## config.mk

```make
export PLATFORM = sky130hd
export DESIGN_NAME = vgh_scan
export DESIGN_NICKNAME = d
export VERILOG_FILES = /design/src/rtl/vgh_pkg.sv /design/src/rtl/vgh_scan.sv
export SDC_FILE = /design/constraint.sdc
export NUM_CORES = 1
export LEC_CHECK = 0
export ABC_AREA = 0
export BUFFER_PORTS_ARGS = -buffer_cell sky130_fd_sc_hd__buf_2
export CORE_MARGIN = 2
export CORE_UTILIZATION = 50
export DETAILED_ROUTE_END_ITERATION = 12
export GPL_ROUTABILITY_DRIVEN = 1
export PLACE_DENSITY = 0.76
export SLEW_MARGIN = 20
export SYNTH_ARGS = -nofsm -noshare
export SYNTH_HDL_FRONTEND = slang
export SYNTH_SLANG_ARGS = --single-unit
```

## constraint.sdc

```tcl
create_clock -name clk -period 3.86 [get_ports clk]
set_input_delay 0.386 -clock clk [delete_from_list [all_inputs] [get_ports clk]]
set_output_delay 0.386 -clock clk [all_outputs]
set_load 0.01 [all_outputs]
```

## src/rtl/vgh_pkg.sv

```systemverilog
`default_nettype none

package vgh_pkg;

    // Fixed field widths.
    localparam int COORD_W = 6;
    localparam int TILE_W  = 8;
    localparam int CMD_W   = 2;
    localparam int CFG_W   = 7;
    localparam int IDX_W   = 2;

    // Command codes. Every code other than set tile is a query that changes nothing.
    localparam logic [CMD_W-1:0] CMD_SET = 2'd0;

    // Configuration register indexes.
    localparam logic [IDX_W-1:0] REG_SIZE_X = 2'd0;
    localparam logic [IDX_W-1:0] REG_SIZE_Y = 2'd1;
    localparam logic [IDX_W-1:0] REG_SIZE_Z = 2'd2;

    // Size that every axis takes after reset, before clamping.
    localparam int SIZE_RESET = 64;

    // Bits of the column word examined per cycle by the height search.
    localparam int SCAN_CHUNK = 16;

    // floor(v / 3) = (v * 683) >> 11 for every v below 2048.
    localparam int DIV3_MUL   = 683;
    localparam int DIV3_SHIFT = 11;

    typedef struct packed {
        logic [CMD_W-1:0]   command;
        logic [COORD_W-1:0] pos_x;
        logic [COORD_W-1:0] pos_y;
        logic [COORD_W-1:0] pos_z;
        logic [TILE_W-1:0]  tile_type;
    } cmd_beat_t;

    typedef struct packed {
        logic               in_range;
        logic               is_tile;
        logic               is_dark;
        logic [COORD_W-1:0] dirty_x_low;
        logic [COORD_W-1:0] dirty_y_low;
        logic [COORD_W-1:0] dirty_z_low;
    } rsp_beat_t;

    typedef struct packed {
        logic               done;
        logic [COORD_W-1:0] dy;
    } scan_rsp_t;

endpackage

`default_nettype wire

```

## src/rtl/vgh_scan.sv

```systemverilog
`default_nettype none

module vgh_scan
    import vgh_pkg::*;
#(
    parameter int MAX_Y = 64
)
(
    input  wire logic             clk,
    input  wire logic             rst_n,
    input  wire logic             start,
    input  wire logic [MAX_Y-1:0] word,
    output scan_rsp_t             rsp
);

    localparam int NCH = (MAX_Y + SCAN_CHUNK - 1) / SCAN_CHUNK;
    localparam int PW  = NCH * SCAN_CHUNK;
    localparam int KW  = (NCH > 1) ? $clog2(NCH) : 1;
    localparam int IW  = $clog2(SCAN_CHUNK);

    logic                   busy_reg, busy_next;
    logic                   done_reg, done_next;
    logic [KW-1:0]          k_reg, k_next;
    logic [PW-1:0]          word_reg, word_next;
    logic [COORD_W-1:0]     dy_reg, dy_next;

    logic [SCAN_CHUNK-1:0]  top_chunk;
    logic                   hit;
    logic [IW-1:0]          idx;

    // The chunk under test always sits at the top of the shifted word.
    assign top_chunk = word_reg[PW-1 -: SCAN_CHUNK];
    assign hit       = |top_chunk;

    // Highest set bit within the chunk.
    always_comb
    begin
        idx = '0;
        for (int j = 0; j < SCAN_CHUNK; j++)
        begin
            if (top_chunk[j])
            begin
                idx = IW'(j);
            end
        end
    end

    // Walk the chunks from the top down and stop at the first one with a set bit, or at the lowest.
    always_comb
    begin
        busy_next = busy_reg;
        done_next = 1'b0;
        k_next    = k_reg;
        word_next = word_reg;
        dy_next   = dy_reg;
        if (start)
        begin
            busy_next = 1'b1;
            k_next    = KW'(NCH - 1);
            word_next = PW'(word);
        end
        else if (busy_reg)
        begin
            if (hit || (k_reg == '0))
            begin
                busy_next = 1'b0;
                done_next = 1'b1;
                dy_next   = hit ? COORD_W'(int'(k_reg) * SCAN_CHUNK + int'(idx))
                                : '0;
            end
            else
            begin
                word_next = word_reg << SCAN_CHUNK;
                k_next    = k_reg - 1'b1;
            end
        end
    end

    always_ff @(posedge clk or negedge rst_n)
    begin
        if (!rst_n)
        begin
            busy_reg <= 1'b0;
            done_reg <= 1'b0;
        end
        else
        begin
            busy_reg <= busy_next;
            done_reg <= done_next;
        end
    end

    always_ff @(posedge clk)
    begin
        k_reg    <= k_next;
        word_reg <= word_next;
        dy_reg   <= dy_next;
    end

    assign rsp.done = done_reg;
    assign rsp.dy   = dy_reg;

endmodule

`default_nettype wire

```

==> metrics.txt, run 1 <==
Post-Syn Nets 259; DRT iter0 DRCs 89; Mapped Cells 191; ranking of synthesized cells by area edfxtp_1 (66%), mux2_2 (17%), and2_1 (3.3%); # port buffers 73; Post-Syn Area per Cell 16.7 um^2; power per cell area 430 nW/um^2; area share of the largest cell type after synthesis 0.658; CP max FO 23; worst skew pair latency 0.33 ns; Tmin final 2.37 ns; Slew headroom 0.460; status complete, no violations; worst reg2reg path endpoint word_reg[31]; post_cts resized 0; worst slew pin tran 0.809 ns; Required @ worst endpoint 3.87 ns; most frequent cell after synthesis edfxtp_1; CTS tree done; DRT antenna net count 0; Commonest cells post-synth edfxtp_1 (70), mux2_2 (48), and2_1 (17); TritonCTS sink count 74; worst hold-check path type input port to register; Nets 338; Fin Clk Skew 0.0105 ns; CTS clk-pin slew, worst paths 0.07 ns; Post-DP HPWL 3350 um; flop2flop setup slack 1.49 ns; Peak VDD IR 0.203 mV; initial core utilization 0.509; HP Start word[10]; vias in the first global route 1802; FP Rows 29; Area Growth Syn to Fin 19.9%; htree depth 3; sequential area share after synthesis 0.686; LEAKAGE 0.00146 uW; CP arrival 2.38 ns; Netlist cell types 30; reg2reg path depth 5; post-synthesis xor/xnor area fraction 0; Simple-Gate Fraction of Synth Area 0.0920; core area 6280 um^2; power consumption 1650 uW; RSZ-0062 raised after global routing false; final hold viol count 0; Post-synth EDFFs 70; largest family of logic cells by synthesized area multiplexers; final setup vio count 0; adder-cell share of the synthesized area 0.00392; final wirelength 4830 um; FF/Latch Area 2190 um^2; Critical Path End Type register; period utilization 0.615; initial antenna violation count 0; Ys Warns 0; largest net degree at the start of global routing 43; type of origin of the critical path register; synthesized cell area 3200 um^2; I/O pin total 74; filler cell count 487; die footprint 7050 um^2; post-route setup TNS 0 ns; global route overflow 0; max reg flops 64; Hold Path End word_reg[10]; fin. max-slew vios 0; reg-to-reg critical path startpoint word_reg[60]; area occupied by multi-input gates 937 um^2; fmax 0.421 GHz; Vias/cell 4.97; die width 83.9 um; FF+latch count, synth 74; Post-CTS Setup Inserts 0; RD Place Congestion 0.687; CP Class register to register; asr flop ratio synth 0.0270; Synth Area in Compound Gates 0.0219; hold path cells 2; Tot GR Track Use 0.149; prevailing post-synth register cell edfxtp_1; # DRC 0; multiplexer share of the synthesized area 0.175; Max Root-Sink Buffers 2; first-pass GRT wire length 7980 um; cell taking the most area after synthesis edfxtp_1; drt wl/cell 13.7 um; CTS Buf Count 9; vias 1746; Ant. Diodes 0; Max-Cap Viols 0; layout cells sized above 1 0.522; Die Ht 83.9 um; router iterations before antenna repair 4; Root Buffer clkbuf_8
[report_power, final]
part	internal, uW	switching (uW)	leakage, uW
sequential	944	21.8	0.000708
clock	288	260	0.0000886
combinational	79.6	56.2	0.000663
[cell families after synthesis]
kind of cell,Yosys count
AND/OR/NAND/NOR,41
multiplexers,50
buffers and inverters,15
adder cells (fa/ha/maj),1
flip-flops,74
AO/OA/AOI/OAI,10
[worst max-delay path by stage]
stage                       startpoint            to  slack (ns)  cells past startpoint
after CTS                 word_reg[60]  word_reg[15]        1.46                      5
after global routing      word_reg[60]  word_reg[14]        1.31                      5
after floorplan           word_reg[60]   word_reg[0]        0.74                      4
final                     word_reg[60]  word_reg[31]        1.49                      5
after global placement    word_reg[51]  word_reg[11]        1.56                      5
after detailed placement  word_reg[60]  word_reg[10]        1.46                      5
[cell usage in the layout (no fill, tap or decap), types with 2 or more instances in the layout]
cell type  synthesis  layout
clkbuf_8           0       9
dfrtp_1            2       2
nor3b_1            2       2
o21bai_1           2       2
a21oi_1            2       2
buf_2              5      73
nor2b_1            2       2
buf_4              1       2
edfxtp_1          70      70
clkinv_1           0       3
dfxtp_1            2       2
and2_2             2       2
nor2_1             8       8
o31ai_1            2       2
and2_1            17      17
inv_1              6       6
mux2_2            48      48
mux2i_1            2       2
nor4_4             2       2
[worst max-delay path, stage by stage, from the launching register on]
cell and delay [ns]:
edfxtp_1 0.45, nor4_4 0.39, nand4_2 0.22, nor3b_4 0.30, or2_2 0.33, buf_4 0.35
[through the flow]
| step | instances | hold slack [ns] | util | setup slack (ns) | cell area (um^2) |
|---|---|---|---|---|---|
| floorplan | 191 | 0.0904 | - | 0.739 | 3200 |
| global placement | 335 | 0.170 | 0.581 | 1.56 | 3650 |
| detailed placement | 335 | 0.173 | 0.581 | 1.46 | 3650 |
| CTS | 351 | 0.324 | 0.611 | 1.46 | 3830 |
| global route | 351 | 0.323 | 0.611 | 1.31 | 3830 |
| finish | 351 | 0.332 | 0.611 | 1.49 | 3830 |
[routing by layer]
metal  global-route usage  part of all wire  vias to the layer above
met5                    0                 0                        -
met4               0.0909             0.033                        0
met2                0.251              0.51                       49
li1                     -                 -                      874
met1                0.172              0.42                      809
met3               0.0346             0.037                       14
[timing repair]
item,4_1_cts,5_1_grt
hold buffers,1,0
endpoints found under the hold margin,2,0
setup endpoints to repair,0,0
[cell type report]
cell class,count,share of cell area
Timing Repair Buffer,77,0.107
Multi-Input combinational cell,102,0.245
Sequential cell,74,0.572
Clock buffer,10,0.0333
Clock inverter,5,0.0121
Inverter,6,0.00588
Tap cell,77,0.0251
(Power assumes the default switching activity.)
==> inputs of run 2 (changes only) <==
Settings changed: ABC_AREA 0 to 1, CORE_UTILIZATION 50 to 48.
Clock period 3.86 ns to 2 ns, I/O delays scaled along.
==> run 2 against run 1 <==
  * The run now ends with DRC left
  * Die area up 4.6%
  * Non-clock buffer count up 2
  * Highest routed layer unchanged
  * First-iteration DRC count up 92%
  * Via count up 27%
  * Synthesized cell count up 72%
==> metrics.txt, run 2 <==
final wirelength 5520 um; fmax 0.537 GHz; Clk pwr share 0.365; switching power of the nets 720 uW; synthesized cell area 3220 um^2; largest net degree at the start of global routing 67; Ant. Diodes 0; Tmin final 1.86 ns; FP Rows 29; Slew headroom 0.605; worst reg2reg path endpoint word_reg[8]; Mapped Cells 329; worst hold-check path type input port to register; most frequent cells in the layout nand2_1 (183), buf_2 (73), edfxtp_1 (70); CP Class register to register; reg-to-reg critical path startpoint word_reg[53]; die footprint 7370 um^2; # DRC 2; sw frac 0.215; LEAKAGE 0.00195 uW; Root Buffer clkbuf_8; final hold viol count 0; Seq pwr share 0.551; Post-Syn Area per Cell 9.78 um^2; final core occ 0.609; Max-Cap Viols 0; hold path cells 3; first-pass GRT wire length 9220 um; cell taking the most area after synthesis edfxtp_1; core area 6420 um^2; CTS Buf Count 9; Fin Clk Skew 0.00786 ns; initial core utilization 0.501; Netlist cell types 21; Post-CTS Setup Inserts 0; post_cts resized 0; sequential area share after synthesis 0.681; Hold Buf Count CTS 1; period utilization 0.931; Area Growth Syn to Fin 21.7%; Hold Path End word_reg[1]; htree depth 3; reg2reg path depth 8; Peak VDD IR 0.420 mV; CTS tree done; Critical Path End Type register; area share of the largest cell type after synthesis 0.653; Tot GR Track Use 0.166; ranking of synthesized cells by area edfxtp_1 (65%), nand2_1 (21%), inv_1 (4.2%); Vias/cell 4.56; power per cell area 854 nW/um^2; CP max FO 38; drt wl/cell 11.3 um; worst skew pair latency 0.34 ns; worst slew pin tran 0.592 ns; flop2flop setup slack 0.14 ns; I/O pin total 74; FF+latch count, synth 74; initial antenna violation count 0; global route overflow 0; router iterations before antenna repair 9; asr flop ratio synth 0.0270; Nets 474; RD Place Congestion 0.709; layout cells sized above 1 0.246; RSZ-0062 raised after global routing false; Post-synth EDFFs 70; DRT antenna net count 0; # port buffers 73; Max Root-Sink Buffers 2; max reg flops 64; vias in the first global route 2129; prevailing post-synth register cell edfxtp_1; Ys Warns 0; type of origin of the critical path register; final setup vio count 0; DRT iter0 DRCs 171; failing checks DRC; status finished, violations left; fin. max-slew vios 0; TritonCTS sink count 74; post-route setup TNS 0 ns; CP arrival 1.89 ns; most frequent cell after synthesis nand2_1; Post-Syn Nets 397; Required @ worst endpoint 2.03 ns; Post-DP HPWL 3890 um; most common cell after layout, fill and taps aside nand2_1; CTS clk-pin slew, worst paths 0.07 ns; Die Ht 85.9 um; die width 85.9 um; Comb pwr share 0.084; internal power 2620 uW; HP Start word[1]; Commonest cells post-synth nand2_1 (184), edfxtp_1 (70), inv_1 (36); vias 2224
-- run 2: layer usage --
metal  GRT usage  wire, um  vias up
met2       0.280      2840       67
li1            -         -     1182
met3      0.0549       315        5
met4      0.0649        50        0
met1       0.198      2310      970
met5           0         0        -
-- run 2: logic make-up after synthesis --
family                     count (synthesis)  synth area share
AOI/OAI and AO/OA                          6            0.0113
adders and majority gates                  1           0.00389
buffers and inverters                     50            0.0599
DFF                                       74             0.681
and+or+nand+nor                          198             0.243
-- run 2: worst max path at each step --
| stage | start | endpoint | slack (ns) |
|---|---|---|---|
| after global placement | word_reg[53] | word_reg[3] | 0.23 |
| after global routing | word_reg[53] | word_reg[16] | 0.03 |
| final | word_reg[53] | word_reg[8] | 0.14 |
| after CTS | word_reg[53] | word_reg[22] | 0.11 |
| after floorplan | word_reg[53] | word_reg[0] | 0.12 |
| after detailed placement | word_reg[53] | word_reg[37] | 0.12 |
-- run 2: power by group through the flow --
stage	Combinational, uW	Sequential [uW]	Clock (uW)
finish	282	1840	1220
global route	327	1850	1330
floorplan	164	1870	0
detailed placement	282	1880	0
CTS	286	1840	1250
global placement	270	1870	0
-- run 2: final cells by class --
type                    instances  area [um^2]
multi-input cells             205          840
repair buffers                 79          438
clock buffers                  10          128
well taps                      77         96.3
fillers                       534         2510
flip-flops and latches         74         2190
inverters                      37          139
clock inverters                 6         81.3
-- run 2: metrics by stage --
stage	instance area (um^2)	worst slack, ns	power, uW	hold slack (ns)	cells
2_1_floorplan	3220	0.116	2030	-0.0956	329
3_3_place_gp	3690	0.232	2140	-0.0112	471
3_5_place_dp	3690	0.123	2160	-0.0108	471
4_1_cts	3910	0.109	3380	0.0933	488
5_1_grt	3910	0.0345	3510	0.106	488
6_report	3910	0.137	3340	0.113	488
-- run 2: worst max-delay path, stage by stage (launching register included) --
cell	delay [ns]
edfxtp_1	0.41
nor2_2	0.16
nand3_2	0.12
nor4_4	0.18
nand2_2	0.11
nor2_2	0.11
nand2_2	0.11
nand2_4	0.11
buf_12	0.23
==> inputs of run 3 (changes only) <==
Settings changed: ABC_AREA 1 to not set.
==> run 3 against run 2 <==
  * The run ends with setup timing left
  * Combinational power grew 4%
  * Sequential share of layout area shrank 0.90 points
  * Setup slack lost 0.15 ns
  * Die area shrank 0.63%
  * Maximum frequency shrank 7.5%
  * Largest cell class unchanged
  * Critical path depth shrank 3
  * Flip-flop and latch count is the same
  * Global-route usage shrank 1.6 points
  * Worst hold slack gained 0.029 ns
  * Clock-buffer cell count shrank 1
  * Sequential power is essentially flat
==> metrics.txt, run 3 (synthesis gave the netlist of run 1 again) <==
RSZ-0062 raised after global routing true; die width 85.6 um; Max-Cap Viols 0; CP Class register to register; worst skew pair latency 0.33 ns; power consumption 3230 uW; Nets 347; Peak VDD IR 0.535 mV; die footprint 7330 um^2; Die Ht 85.6 um; most frequent cells in the layout buf_2 (73), edfxtp_1 (70), mux2_2 (48); Critical Path End Type register; Slew headroom 0.401; period utilization 1.01; Ant. Diodes 0; worst slew pin tran 0.896 ns; Hold Path End word_reg[4]; Tmin final 2.01 ns; Post-DP HPWL 3460 um; CP max FO 18; # port buffers 73; Vias/cell 4.99; fin. max-slew vios 0; drt wl/cell 14.4 um; router iterations before antenna repair 4; max reg flops 64; Setup WS post-layout -0.0129 ns; initial core utilization 0.500; type of origin of the critical path register; reg2reg path depth 5; htree depth 3; TritonCTS sink count 74; final setup vio count 18; failing checks setup timing; Tot GR Track Use 0.151; vias in the first global route 1797; FP Rows 29; DRT antenna net count 0; worst hold-check path type input port to register; hold path cells 2; I/O pin total 74; Fin Clk Skew 0.00592 ns; HP Start word[4]; CTS Buf Count 9; CTS tree done; first-pass GRT wire length 8240 um; Area Growth Syn to Fin 24.5%; CTS clk-pin slew, worst paths 0.08 ns; RD Place Congestion 0.705; reg-to-reg critical path startpoint word_reg[59]; worst reg2reg path endpoint word_reg[47]; most common cell after layout, fill and taps aside buf_2; Max Root-Sink Buffers 2; CP arrival 2.06 ns; global route overflow 0; hold_ws 0.142 ns; flop2flop setup slack -0.01 ns; core area 6390 um^2; final hold viol count 0; power per cell area 813 nW/um^2; # DRC 0; initial antenna violation count 0; LEAKAGE 0.00153 uW; Root Buffer clkbuf_8; layout cells sized above 1 0.551; fmax 0.497 GHz; status finished, violations left; final wirelength 5170 um; largest net degree at the start of global routing 50; DRT iter0 DRCs 92; Required @ worst endpoint 2.04 ns; vias 1798
run 3: per-stage QoR:
stage,setup WS [ns],setup TNS (ns),std cells,utilization,cell area [um^2]
2_1_floorplan,-0.165,-10.59,191,-,3200
3_3_place_gp,0.0364,0,337,0.578,3690
3_5_place_dp,0.00380,0,337,0.578,3690
4_1_cts,0.0196,0,353,0.609,3890
5_1_grt,-0.110,-5.65,360,0.623,3980
6_report,-0.0129,-0.153,360,0.623,3980
run 3: how the worst max path moves through the flow:
| stage | start | endpoint | slack (ns) | cells after the start |
|---|---|---|---|---|
| floorplan | word_reg[60] | word_reg[0] | -0.17 | 4 |
| global placement | word_reg[51] | word_reg[3] | 0.04 | 5 |
| detailed placement | word_reg[51] | word_reg[0] | 0.004 | 5 |
| CTS | word_reg[56] | word_reg[34] | 0.02 | 5 |
| global route | word_reg[59] | word_reg[39] | -0.11 | 5 |
| finish | word_reg[59] | word_reg[47] | -0.01 | 5 |
run 3: routing by layer:
metal,track usage,vias to the layer above,routed length [um]
met2,0.253,48,2730
met3,0.0337,11,193
li1,-,899,-
met4,0.0866,0,107
met5,0,-,0
met1,0.179,840,2140
run 3: layout make-up:
| class | count | area, um^2 |
|---|---|---|
| fillers | 472 | 2410 |
| flip-flops and latches | 74 | 2190 |
| multi-input cells | 102 | 946 |
| repair buffers | 86 | 538 |
| clock buffers | 9 | 124 |
| well taps | 77 | 96.3 |
| clock inverters | 6 | 58.8 |
| inverters | 6 | 22.5 |
run 3: critical path: stages, from the launching register on:
cell       delay (ns)
edfxtp_1         0.43
nor4_4           0.39
nand4_2          0.20
nor3b_4          0.26
or2_4            0.23
clkbuf_16        0.21
run 3: what timing repair did:
item                       CTS  global route
setup endpoints to repair   13            64
hold endpoints to repair     2             0
gates cloned                 0             2
resized for setup            1             0
setup buffers                0             5
hold buffers                 1             0
pin swaps                    0             5
run 3: where the power goes:
part           switching [uW]  leakage [uW]  internal, uW
combinational             117      0.000732           175
sequential               40.5      0.000708          1820
clock                     518     0.0000885           560
total                     675       0.00153          2560
