`config.mk`:
```
export PLATFORM = sky130hd
export DESIGN_NAME = vgh_fill
export DESIGN_NICKNAME = d
export VERILOG_FILES = /design/src/rtl/vgh_pkg.sv /design/src/rtl/vgh_fill.sv
export SDC_FILE = /design/constraint.sdc
export NUM_CORES = 1
export LEC_CHECK = 0
export BUFFER_PORTS_ARGS = -buffer_cell sky130_fd_sc_hd__buf_2
export CORE_UTILIZATION = 30
export CTS_BUF_LIST = sky130_fd_sc_hd__clkbuf_8
export DETAILED_ROUTE_END_ITERATION = 7
export PLACE_DENSITY = 0.61
export REMOVE_ABC_BUFFERS = 1
export SLEW_MARGIN = 20
export SYNTH_ARGS = -nofsm -noshare
export SYNTH_HDL_FRONTEND = slang
export SYNTH_SLANG_ARGS = --single-unit
```
`constraint.sdc`:
```
create_clock -name clk -period 8.95 [get_ports clk]
set_input_delay 0.895 -clock clk [delete_from_list [all_inputs] [get_ports clk]]
set_output_delay 0.895 -clock clk [all_outputs]
set_load 0.03 [all_outputs]
```
`src/rtl/vgh_pkg.sv`:
```
`default_nettype none

package vgh_pkg;

    // Fixed field widths.
    localparam int COORD_W = 6;
    localparam int TILE_W  = 8;
    localparam int CMD_W   = 2;
    localparam int CFG_W   = 7;
    localparam int IDX_W   = 2;

    // Command codes. Every code other than set tile is a query that changes nothing.
    localparam logic [CMD_W-1:0] CMD_SET = 2'd0;

    // Configuration register indexes.
    localparam logic [IDX_W-1:0] REG_SIZE_X = 2'd0;
    localparam logic [IDX_W-1:0] REG_SIZE_Y = 2'd1;
    localparam logic [IDX_W-1:0] REG_SIZE_Z = 2'd2;

    // Size that every axis takes after reset, before clamping.
    localparam int SIZE_RESET = 64;

    // Bits of the column word examined per cycle by the height search.
    localparam int SCAN_CHUNK = 16;

    // floor(v / 3) = (v * 683) >> 11 for every v below 2048.
    localparam int DIV3_MUL   = 683;
    localparam int DIV3_SHIFT = 11;

    typedef struct packed {
        logic [CMD_W-1:0]   command;
        logic [COORD_W-1:0] pos_x;
        logic [COORD_W-1:0] pos_y;
        logic [COORD_W-1:0] pos_z;
        logic [TILE_W-1:0]  tile_type;
    } cmd_beat_t;

    typedef struct packed {
        logic               in_range;
        logic               is_tile;
        logic               is_dark;
        logic [COORD_W-1:0] dirty_x_low;
        logic [COORD_W-1:0] dirty_y_low;
        logic [COORD_W-1:0] dirty_z_low;
    } rsp_beat_t;

    typedef struct packed {
        logic               done;
        logic [COORD_W-1:0] dy;
    } scan_rsp_t;

endpackage

`default_nettype wire

```
`src/rtl/vgh_fill.sv`:
```
`default_nettype none

module vgh_fill
    import vgh_pkg::*;
#(
    parameter int MAX_X = 64,
    parameter int MAX_Y = 64,
    parameter int MAX_Z = 64,
    localparam int SXW = $clog2(MAX_X + 1),
    localparam int SYW = $clog2(MAX_Y + 1),
    localparam int SZW = $clog2(MAX_Z + 1),
    localparam int AW  = $clog2(MAX_X * MAX_Z)
)
(
    input  wire logic             clk,
    input  wire logic             rst_n,
    input  wire logic             restart,
    input  wire logic [SXW-1:0]   size_x,
    input  wire logic [SYW-1:0]   size_y,
    input  wire logic [SZW-1:0]   size_z,
    output logic                  busy,
    output logic                  wr_en,
    output logic      [AW-1:0]    wr_addr,
    output logic      [MAX_Y-1:0] wr_data
);

    localparam int XW    = $clog2(MAX_X);
    localparam int ZW    = $clog2(MAX_Z);
    localparam int NCOLS = MAX_X * MAX_Z;
    localparam int PRW   = SYW + 1 + 12;

    logic          busy_reg, busy_next;
    logic [XW-1:0] cx_reg, cx_next;
    logic [ZW-1:0] cz_reg, cz_next;
    logic [AW-1:0] addr_reg, addr_next;

    logic [PRW-1:0] ground_prod;
    logic [SYW-1:0] ground;
    logic           col_inside;

    // Ground level is floor(2 * size_y / 3), done as a reciprocal multiply.
    assign ground_prod = PRW'({size_y, 1'b0}) * PRW'(DIV3_MUL);
    assign ground      = SYW'(ground_prod >> DIV3_SHIFT);

    assign col_inside = (SXW'(cx_reg) < size_x) && (SZW'(cz_reg) < size_z);

    // Ground fill column word: solid from y 0 to the ground level inside the sizes.
    always_comb
    begin
        for (int i = 0; i < MAX_Y; i++)
        begin
            wr_data[i] = col_inside && (SYW'(i) <= ground);
        end
    end

    // Sweep every column once, one column per cycle; a restart begins again at zero.
    always_comb
    begin
        busy_next = busy_reg;
        cx_next   = cx_reg;
        cz_next   = cz_reg;
        addr_next = addr_reg;
        if (restart)
        begin
            busy_next = 1'b1;
            cx_next   = '0;
            cz_next   = '0;
            addr_next = '0;
        end
        else if (busy_reg)
        begin
            addr_next = addr_reg + 1'b1;
            if (32'(cx_reg) == MAX_X - 1)
            begin
                cx_next = '0;
                cz_next = cz_reg + 1'b1;
            end
            else
            begin
                cx_next = cx_reg + 1'b1;
            end
            if (32'(addr_reg) == NCOLS - 1)
            begin
                busy_next = 1'b0;
            end
        end
    end

    always_ff @(posedge clk or negedge rst_n)
    begin
        if (!rst_n)
        begin
            busy_reg <= 1'b1;
            cx_reg   <= '0;
            cz_reg   <= '0;
            addr_reg <= '0;
        end
        else
        begin
            busy_reg <= busy_next;
            cx_reg   <= cx_next;
            cz_reg   <= cz_next;
            addr_reg <= addr_next;
        end
    end

    assign busy    = busy_reg;
    assign wr_en   = busy_reg;
    assign wr_addr = addr_reg;

endmodule

`default_nettype wire

```
==> flow_summary.yaml, run 1 <==
setup_path:
  end_kind: "output port"
  setup.worst_path.start_class: "input port"
  worstPathRequired_ps: 8060
  reg2reg_depth: 7
  path_class: "input port to output port"
  cp.arrival_ps: 5610
  crit_fanout: 13
power_and_ir_drop:
  finalPower_w: 0.00142
  ir_worst_vdd_mv: 0.255
  power.leakage_nw: 2.08
  p_int_w: 0.000495
  power_frac_comb_pct: 86.7
  p_per_area_mw_per_mm2: 349
  switching_share_pct: 65.2
  switchingPower_w: 0.000926
  seqPwrFrac_pct: 8.5
  p_clk_share_pct: 4.8
timing:
  maxSlewViolCount: 0
  hold_viol: 0
  finClkSkew_ps: 8.00
  min_period_ps: 6510
  finalSetupViolCount: 0
  slew_headroom_pct: 53.8
  tightestPinTransition_ps: 689
  rsz0062_at_grt: "no"
  min_period_over_period_pct: 72.7
  tns_ps: 0
  fmax_mhz: 154
  whs_ps: 538
place:
  place_area_mm2: 0.00401
  gp_congestion: 0.978
  port_buffers: 101
  place_hpwl_um: 7170
clocking:
  post_cts_resized: 0
  clk_pin_slew_ps: 90
  htreeDepth: 1
  numCtsBuffers: 3
  cts_root_buf: "clkbuf_8"
  cts_tree: "yes"
  clock_sinks: 25
  clk_path_buf_depth: 2
  clock_latency_ps: 270
  postCtsHoldBufs: 0
  cts_setup_buffers: 0
cells_and_area:
  design_area_mm2: 0.00407
  final_nets: 602
  largest_reg_flops: 12
  drive_gt1_share_pct: 24.9
  post-route-util_pct: 37.2
  diodes: 0
  syn_to_final_growth_pct: 19.9
synth:
  ys_seq_area_share_pct: 18.5
  synth-main-ff-cell: "dfrtp_1"
  synth-edff-count: 0
  yosysTopAreaCell: "ha_1"
  yosys-top-cells-area: "ha_1, dfrtp_1, a21oi_1"
  synth-async-reset-ratio_pct: 100
  synthCells: 426
  post-synth-top-area-fraction_pct: 19.2
  ys_types: 56
  ys_seq_elements: 25
  ys_warn_count: 0
  netlist_area_mm2: 0.00339
  yosysMostFrequentCell: "a21oi_1"
  avgSynthCellArea_um2: 7.96
  synth_commonest_cells: "a21oi_1, ha_1, nand2_1, nor2_1, inv_1"
routing:
  viasPerCell: 5.13
  num_vias: 3359
  drc: 0
  wire_per_inst_um: 13.3
  ant_nets: 0
  drt_iter0_drc: 217
  dr.pass1.iters: 5
  wirelength_um: 8700
floorplanning:
  start_util_pct: 31.0
  io_pins: 102
  core-area_mm2: 0.0109
  die_x_um: 108
  die_y_um: 108
  die_area_mm2: 0.0117
  num_rows: 38
global_route:
  grt-ovfl-total: 0
  grt_pass1_vias: 3152
  antenna_found_initial: 0
  grt_pass1_wl_um: 14500
  grt_max_degree: 34
  grt_use_total_pct: 15.1
worst_hold_path:
  hold_depth: 1
  hold_path_class: "flip-flop to flip-flop"
job:
  maxCapViolations: 0
status:
  status: "finished clean"
metrics by stage:
stage	setup slack [ps]	instances
2_1_floorplan	2720	408
3_3_place_gp	2320	651
3_5_place_dp	2240	651
4_1_cts	2250	655
5_1_grt	2160	655
6_report	2440	655
critical path, stage by stage:
cell,delay (ps)
buf_2,130
ha_1,360
fa_1,410
fa_1,550
inv_1,60
fa_1,490
inv_1,40
ha_1,330
a21oi_2,180
o21ai_1,200
a221oi_1,350
and3_1,500
and2_1,450
o21ai_0,240
a31oi_1,200
buf_2,220
cell families after synthesis:
| group | count (synthesis) | synth area share (%) |
|---|---|---|
| compound gates | 119 | 21.9 |
| xor+xnor | 22 | 6.34 |
| fa+ha+maj | 62 | 25.1 |
| buf+inv | 50 | 6.31 |
| flops | 25 | 18.5 |
| mux | 3 | 0.922 |
| simple gates | 145 | 21.0 |
final timing paths:
kind	from	end	slack, ps
max in group asynchronous	rst_n	wr_addr[11]	7970
max reg2reg	cx_reg[3]	cz_reg[5]	7130
min reg2reg	cx_reg[5]	cx_reg[5]	540
min	cx_reg[5]	cx_reg[5]	540
min in group asynchronous	rst_n	wr_addr[6]	600
max	size_y[1]	wr_data[53]	2440
cell usage in the layout, fill, tap and decap left out, types with 4 or more instances in the layout:
cell type	netlist	final
a21o_1	5	5
a21oi_1	64	64
and2_1	5	5
and3_1	9	9
buf_2	6	101
dfrtp_1	24	24
fa_1	10	10
ha_1	52	52
inv_1	32	32
nand2_1	41	41
nand2b_1	8	8
nand3_1	14	14
nand4_1	5	5
nor2_1	38	38
nor2b_1	6	6
nor3_1	5	5
o211ai_1	4	4
o21ai_0	16	16
o21ai_1	4	4
or3_1	5	5
xnor2_1	7	6
xor2_1	12	12
layer usage:
layer	wire length [µm]	vias to the layer above	global-route usage (%)
met3	636	21	2.29
met4	193	0	3.47
met5	0	-	0
met2	4130	160	28.5
met1	3740	1508	17.7
li1	-	1670	-
area by class of cell:
| class | instances | area (µm²) |
|---|---|---|
| clock buffer | 3 | 41.3 |
| multi-input combinational | 351 | 2580 |
| sequential | 25 | 627 |
| tap | 140 | 175 |
| timing repair buffer | 103 | 520 |
| inverter | 32 | 120 |
| fill | 1133 | 6870 |
| clock inverter | 1 | 7.51 |
power by group through the flow:
stage	clock network, W	registers [W]	logic (W)
floorplan	0	0.000124	0.000890
global placement	0	0.000123	0.00122
detailed placement	0	0.000123	0.00122
CTS	0.0000731	0.000121	0.00122
global route	0.0000776	0.000121	0.00133
finish	0.0000687	0.000121	0.00123
Power figures use the tool's default switching activity.
==> run 2: changes to the inputs <==
- PLACE_DENSITY: 0.61 -> 0.63
- clock period: 8.95 -> 5.4 ns (I/O delays scaled with it)
==> flow_summary.yaml, run 2 (synthesis gave the netlist of run 1 again) <==
routing:
  ant_nets: 0
  viasPerCell: 5.10
  dr.pass1.iters: 5
  wirelength_um: 9120
  drc: 0
  num_vias: 3541
  drt_iter0_drc: 224
  wire_per_inst_um: 13.1
clocking:
  numCtsBuffers: 3
  clk_pin_slew_ps: 80
  htreeDepth: 1
  clock_sinks: 25
  cts_tree: "yes"
  clk_path_buf_depth: 2
  cts_root_buf: "clkbuf_8"
  clock_latency_ps: 260
  postCtsHoldBufs: 0
timing:
  tightestPinTransition_ps: 619
  min_period_over_period_pct: 97.6
  min_period_ps: 5270
  finalSetupViolCount: 0
  fmax_mhz: 190
  hold_viol: 0
  finClkSkew_ps: 1.31
  tns_ps: 0
  maxSlewViolCount: 0
  slew_headroom_pct: 58.7
power_and_ir_drop:
  switchingPower_w: 0.00162
  switching_share_pct: 60.0
  p_int_w: 0.00108
  p_per_area_mw_per_mm2: 595
  power.leakage_nw: 2.31
  seqPwrFrac_pct: 7.4
  finalPower_w: 0.00270
  power_frac_comb_pct: 88.7
  ir_worst_vdd_mv: 0.504
  p_clk_share_pct: 3.9
floorplanning:
  die_x_um: 108
  core-area_mm2: 0.0109
  die_y_um: 108
  start_util_pct: 31.0
  die_area_mm2: 0.0117
  num_rows: 38
  io_pins: 102
setup_path:
  path_class: "input port to output port"
  path_cells: "buf_2 > buf_4 > ha_1 > ha_1 > inv_1 > fa_1 > inv_1 > fa_1 > ha_4 > nand4_1 > o211ai_1 > a31oi_2 > o21ai_2 > xor2_2 > buf_6 > nor2_2 > or3_1 > o211ai_1 > buf_4"
  cp_slowest_cell: "fa_1"
  cp.arrival_ps: 4730
  crit_family: "adder cells"
  crit_fanout: 4
  max_stage_delay_ps: 500
  worstPathRequired_ps: 4860
  reg2reg_slack_ps: 3530
  setup.worst_path.start_class: "input port"
  end_kind: "output port"
  cp_num_buf_inv: 6
cells_and_area:
  diodes: 0
  largest_reg_flops: 12
  stdcell_count: 694
  final_nets: 641
  drive_gt1_share_pct: 33.0
  syn_to_final_growth_pct: 33.7
  design_area_mm2: 0.00454
  final_cell_mix: "buf_2, a21oi_1, ha_1"
  final_common_cell: "buf_2"
place:
  place_area_mm2: 0.00424
  port_buffers: 101
  dp.cells: 682
  place_hpwl_um: 7240
  gp_congestion: 0.904
global_route:
  grt_pass1_wl_um: 14800
  antenna_found_initial: 0
  grt_use_total_pct: 15.1
  grt-ovfl-total: 0
  grt_max_degree: 34
  grt_pass1_vias: 3298
status:
  status: "finished clean"
job:
  maxCapViolations: 0
worst_hold_path:
  hold_path_class: "input port to async pin"
## run 2: changes by cell type in the layout (fill, tap and decap cells not counted), moves of 2 or more
cell / before / now
clkbuf_4: 0 / 2
ha_4: 0 / 4
xor2_4: 0 / 2
buf_2: 101 / 96
buf_4: 2 / 43
xor2_2: 3 / 1
xnor2_1: 6 / 4
ha_1: 52 / 47
and3_1: 9 / 7
## run 2: final cells by class
class                      count  area, µm²
sequential                    25        627
inverter                      32        120
multi-input combinational    351       2740
clock inverter                 1       3.75
clock buffer                   3       41.3
timing repair buffer         142        830
tap                          140        175
fill                        1094       6400
## run 2: per-layer routing
metal	vias up	track usage, %	part of all wire (%)
met5	-	0	0
met4	0	2.70	1.2
met3	14	0.964	5.0
met2	128	29.3	52
met1	1650	18.3	41
li1	1749	-	-
## run 2: worst paths after layout
kind,startpoint,to,depth (start not counted)
worst max-delay path,size_y[4],wr_data[37],19
worst min-delay path,rst_n,wr_addr[4],1
worst max register to register,cx_reg[0],cz_reg[5],7
worst min register to register,cx_reg[5],cx_reg[5],1
max in group asynchronous,rst_n,busy,1
min in group clk,cx_reg[5],cx_reg[5],1
## run 2: power by group through the flow
stage          Sequential (W)  Combinational [W]  Clock (W)
5_1_grt              0.000201            0.00259   0.000117
3_3_place_gp         0.000204            0.00220          0
4_1_cts              0.000200            0.00222   0.000112
2_1_floorplan        0.000206            0.00148          0
3_5_place_dp         0.000204            0.00221          0
6_report             0.000200            0.00240   0.000105
## run 2: timing repair
| item | CTS | global route |
|---|---|---|
| setup endpoints to repair | 2 | 63 |
| resized for setup | 2 | 33 |
| setup buffers | 0 | 8 |
| pin swaps | 0 | 16 |
## run 2: metrics by stage
step	hold slack, ps	utilization, %	setup slack (ps)
3_3_place_gp	531	38.8	53.3
6_report	257	41.5	127
2_1_floorplan	244	-	-125
4_1_cts	278	39.3	11.6
3_5_place_dp	537	38.8	-12.0
5_1_grt	306	41.5	-68.1
==> run 3: changes to the inputs <==
- CORE_UTILIZATION: 30 -> 40
- PLACE_DENSITY: 0.63 -> 0.77
==> flow_summary.yaml, run 3 (synthesis gave the netlist of run 1 again) <==
status:
  status: "finished clean"
setup_path:
  rr_endpoint: "cz_reg[5]"
  cp.arrival_ps: 4760
  reg2reg_slack_ps: 3540
  r2r_start: "cx_reg[0]"
  reg2reg_depth: 7
  worstPathRequired_ps: 4860
  setup.worst_path.start_class: "input port"
  end_kind: "output port"
  crit_fanout: 5
  path_class: "input port to output port"
floorplanning:
  core-area_mm2: 0.00822
  start_util_pct: 41.3
  die_x_um: 94.1
  num_rows: 33
  die_y_um: 94.1
  die_area_mm2: 0.00885
  io_pins: 102
power_and_ir_drop:
  power.leakage_nw: 2.32
  ir_worst_vdd_mv: 0.259
  p_int_w: 0.00109
  p_per_area_mw_per_mm2: 608
  switching_share_pct: 60.2
  finalPower_w: 0.00274
  seqPwrFrac_pct: 7.3
  switchingPower_w: 0.00165
  power_frac_comb_pct: 88.6
  p_clk_share_pct: 4.1
cells_and_area:
  final_nets: 644
  syn_to_final_growth_pct: 32.8
  design_area_mm2: 0.00451
  largest_reg_flops: 12
  fillers: 762
  final_cell_mix: "buf_2, a21oi_1, ha_1"
  stdcell_count: 662
  diodes: 0
  final_common_cell: "buf_2"
  drive_gt1_share_pct: 33.2
clocking:
  cts_root_buf: "clkbuf_8"
  clk_path_buf_depth: 2
  postCtsHoldBufs: 0
  clock_sinks: 25
  htreeDepth: 1
  cts_tree: "yes"
  numCtsBuffers: 3
  clock_latency_ps: 270
  clk_pin_slew_ps: 90
timing:
  tightestPinTransition_ps: 658
  hold_viol: 0
  min_period_over_period_pct: 98.2
  slew_headroom_pct: 56.1
  min_period_ps: 5300
  finClkSkew_ps: 6.24
  fmax_mhz: 189
  maxSlewViolCount: 0
  finalSetupViolCount: 0
routing:
  dr.pass1.iters: 5
  wire_per_inst_um: 14.5
  drc: 0
  wirelength_um: 9610
  num_vias: 3587
  viasPerCell: 5.42
  drt_iter0_drc: 122
  ant_nets: 0
global_route:
  met2_usage_pct: 38.4
  grt_max_degree: 34
  use_met1_pct: 24.6
  grt-busiest-layer: "met2"
  grt_pass1_vias: 3314
  grt-ovfl-total: 0
  grt_pass1_wl_um: 14900
  antenna_found_initial: 0
  grt_use_total_pct: 21.0
  grt_util_met3_pct: 2.27
place:
  dp.cells: 649
  gp_congestion: 0.995
  place_hpwl_um: 7740
  place_area_mm2: 0.00423
  port_buffers: 101
worst_hold_path:
  hold_path_class: "input port to async pin"
job:
  maxCapViolations: 0
run 3: final cells by class:
cell class	instances	area [µm²]	area share (%)
inverter	32	120	2.67
multi-input combinational	351	2720	60.3
clock inverter	1	7.51	0.167
tap	105	131	2.92
sequential	25	627	13.9
timing repair buffer	145	863	19.2
clock buffer	3	41.3	0.916
run 3: how the worst max path moves through the flow:
| stage | start | to | slack (ps) | cells past startpoint |
|---|---|---|---|---|
| 2_1_floorplan | size_y[1] | wr_data[41] | -120 | 14 |
| 3_3_place_gp | size_y[3] | wr_data[15] | -40 | 17 |
| 3_5_place_dp | size_y[3] | wr_data[15] | -110 | 17 |
| 4_1_cts | size_y[4] | wr_data[37] | 2 | 18 |
| 5_1_grt | size_y[6] | wr_data[37] | -80 | 20 |
| 6_report | size_y[6] | wr_data[5] | 100 | 20 |
run 3: repair_timing:
item                                    in CTS  in global routing
setup buffers                                0                  8
pin swaps                                    2                 13
endpoints found under the setup margin      11                 61
resized for setup                            3                 23
run 3: power by group through the flow:
stage	clock network (W)	registers [W]	logic, W
after global routing	0.000125	0.000201	0.00261
after CTS	0.000118	0.000200	0.00228
after global placement	0	0.000203	0.00226
after detailed placement	0	0.000204	0.00226
after floorplan	0	0.000206	0.00148
final	0.000114	0.000200	0.00243
run 3: layer usage:
metal  up-vias  part of all wire, %
met2       143                   49
met4         0                  3.5
met1      1656                   42
met5         -                    0
li1       1763                    -
met3        25                  5.8
run 3: critical path: stages:
cell and delay [ps]:
buf_2 120, buf_4 140, ha_1 180, fa_1 470
inv_1 70, fa_1 530, inv_1 70, fa_1 560
ha_4 230, a21oi_1 150, o211ai_1 100, buf_4 170
a21o_4 250, a21oi_4 180, xor2_2 240, buf_4 170
and3_1 180, buf_4 140, a21oi_1 60, clkbuf_4 210
run 3: stage by stage:
stage / hold WS [ps] / utilization (%) / setup WS (ps) / TNS [ps]
global route: 276 / 54.8 / -84.2 / -538
floorplan: 244 / - / -125 / -310
CTS: 258 / 52.2 / 2.36 / 0
global placement: 523 / 51.5 / -40.7 / -77.7
finish: 240 / 54.8 / 97.6 / 0
detailed placement: 530 / 51.5 / -111 / -627
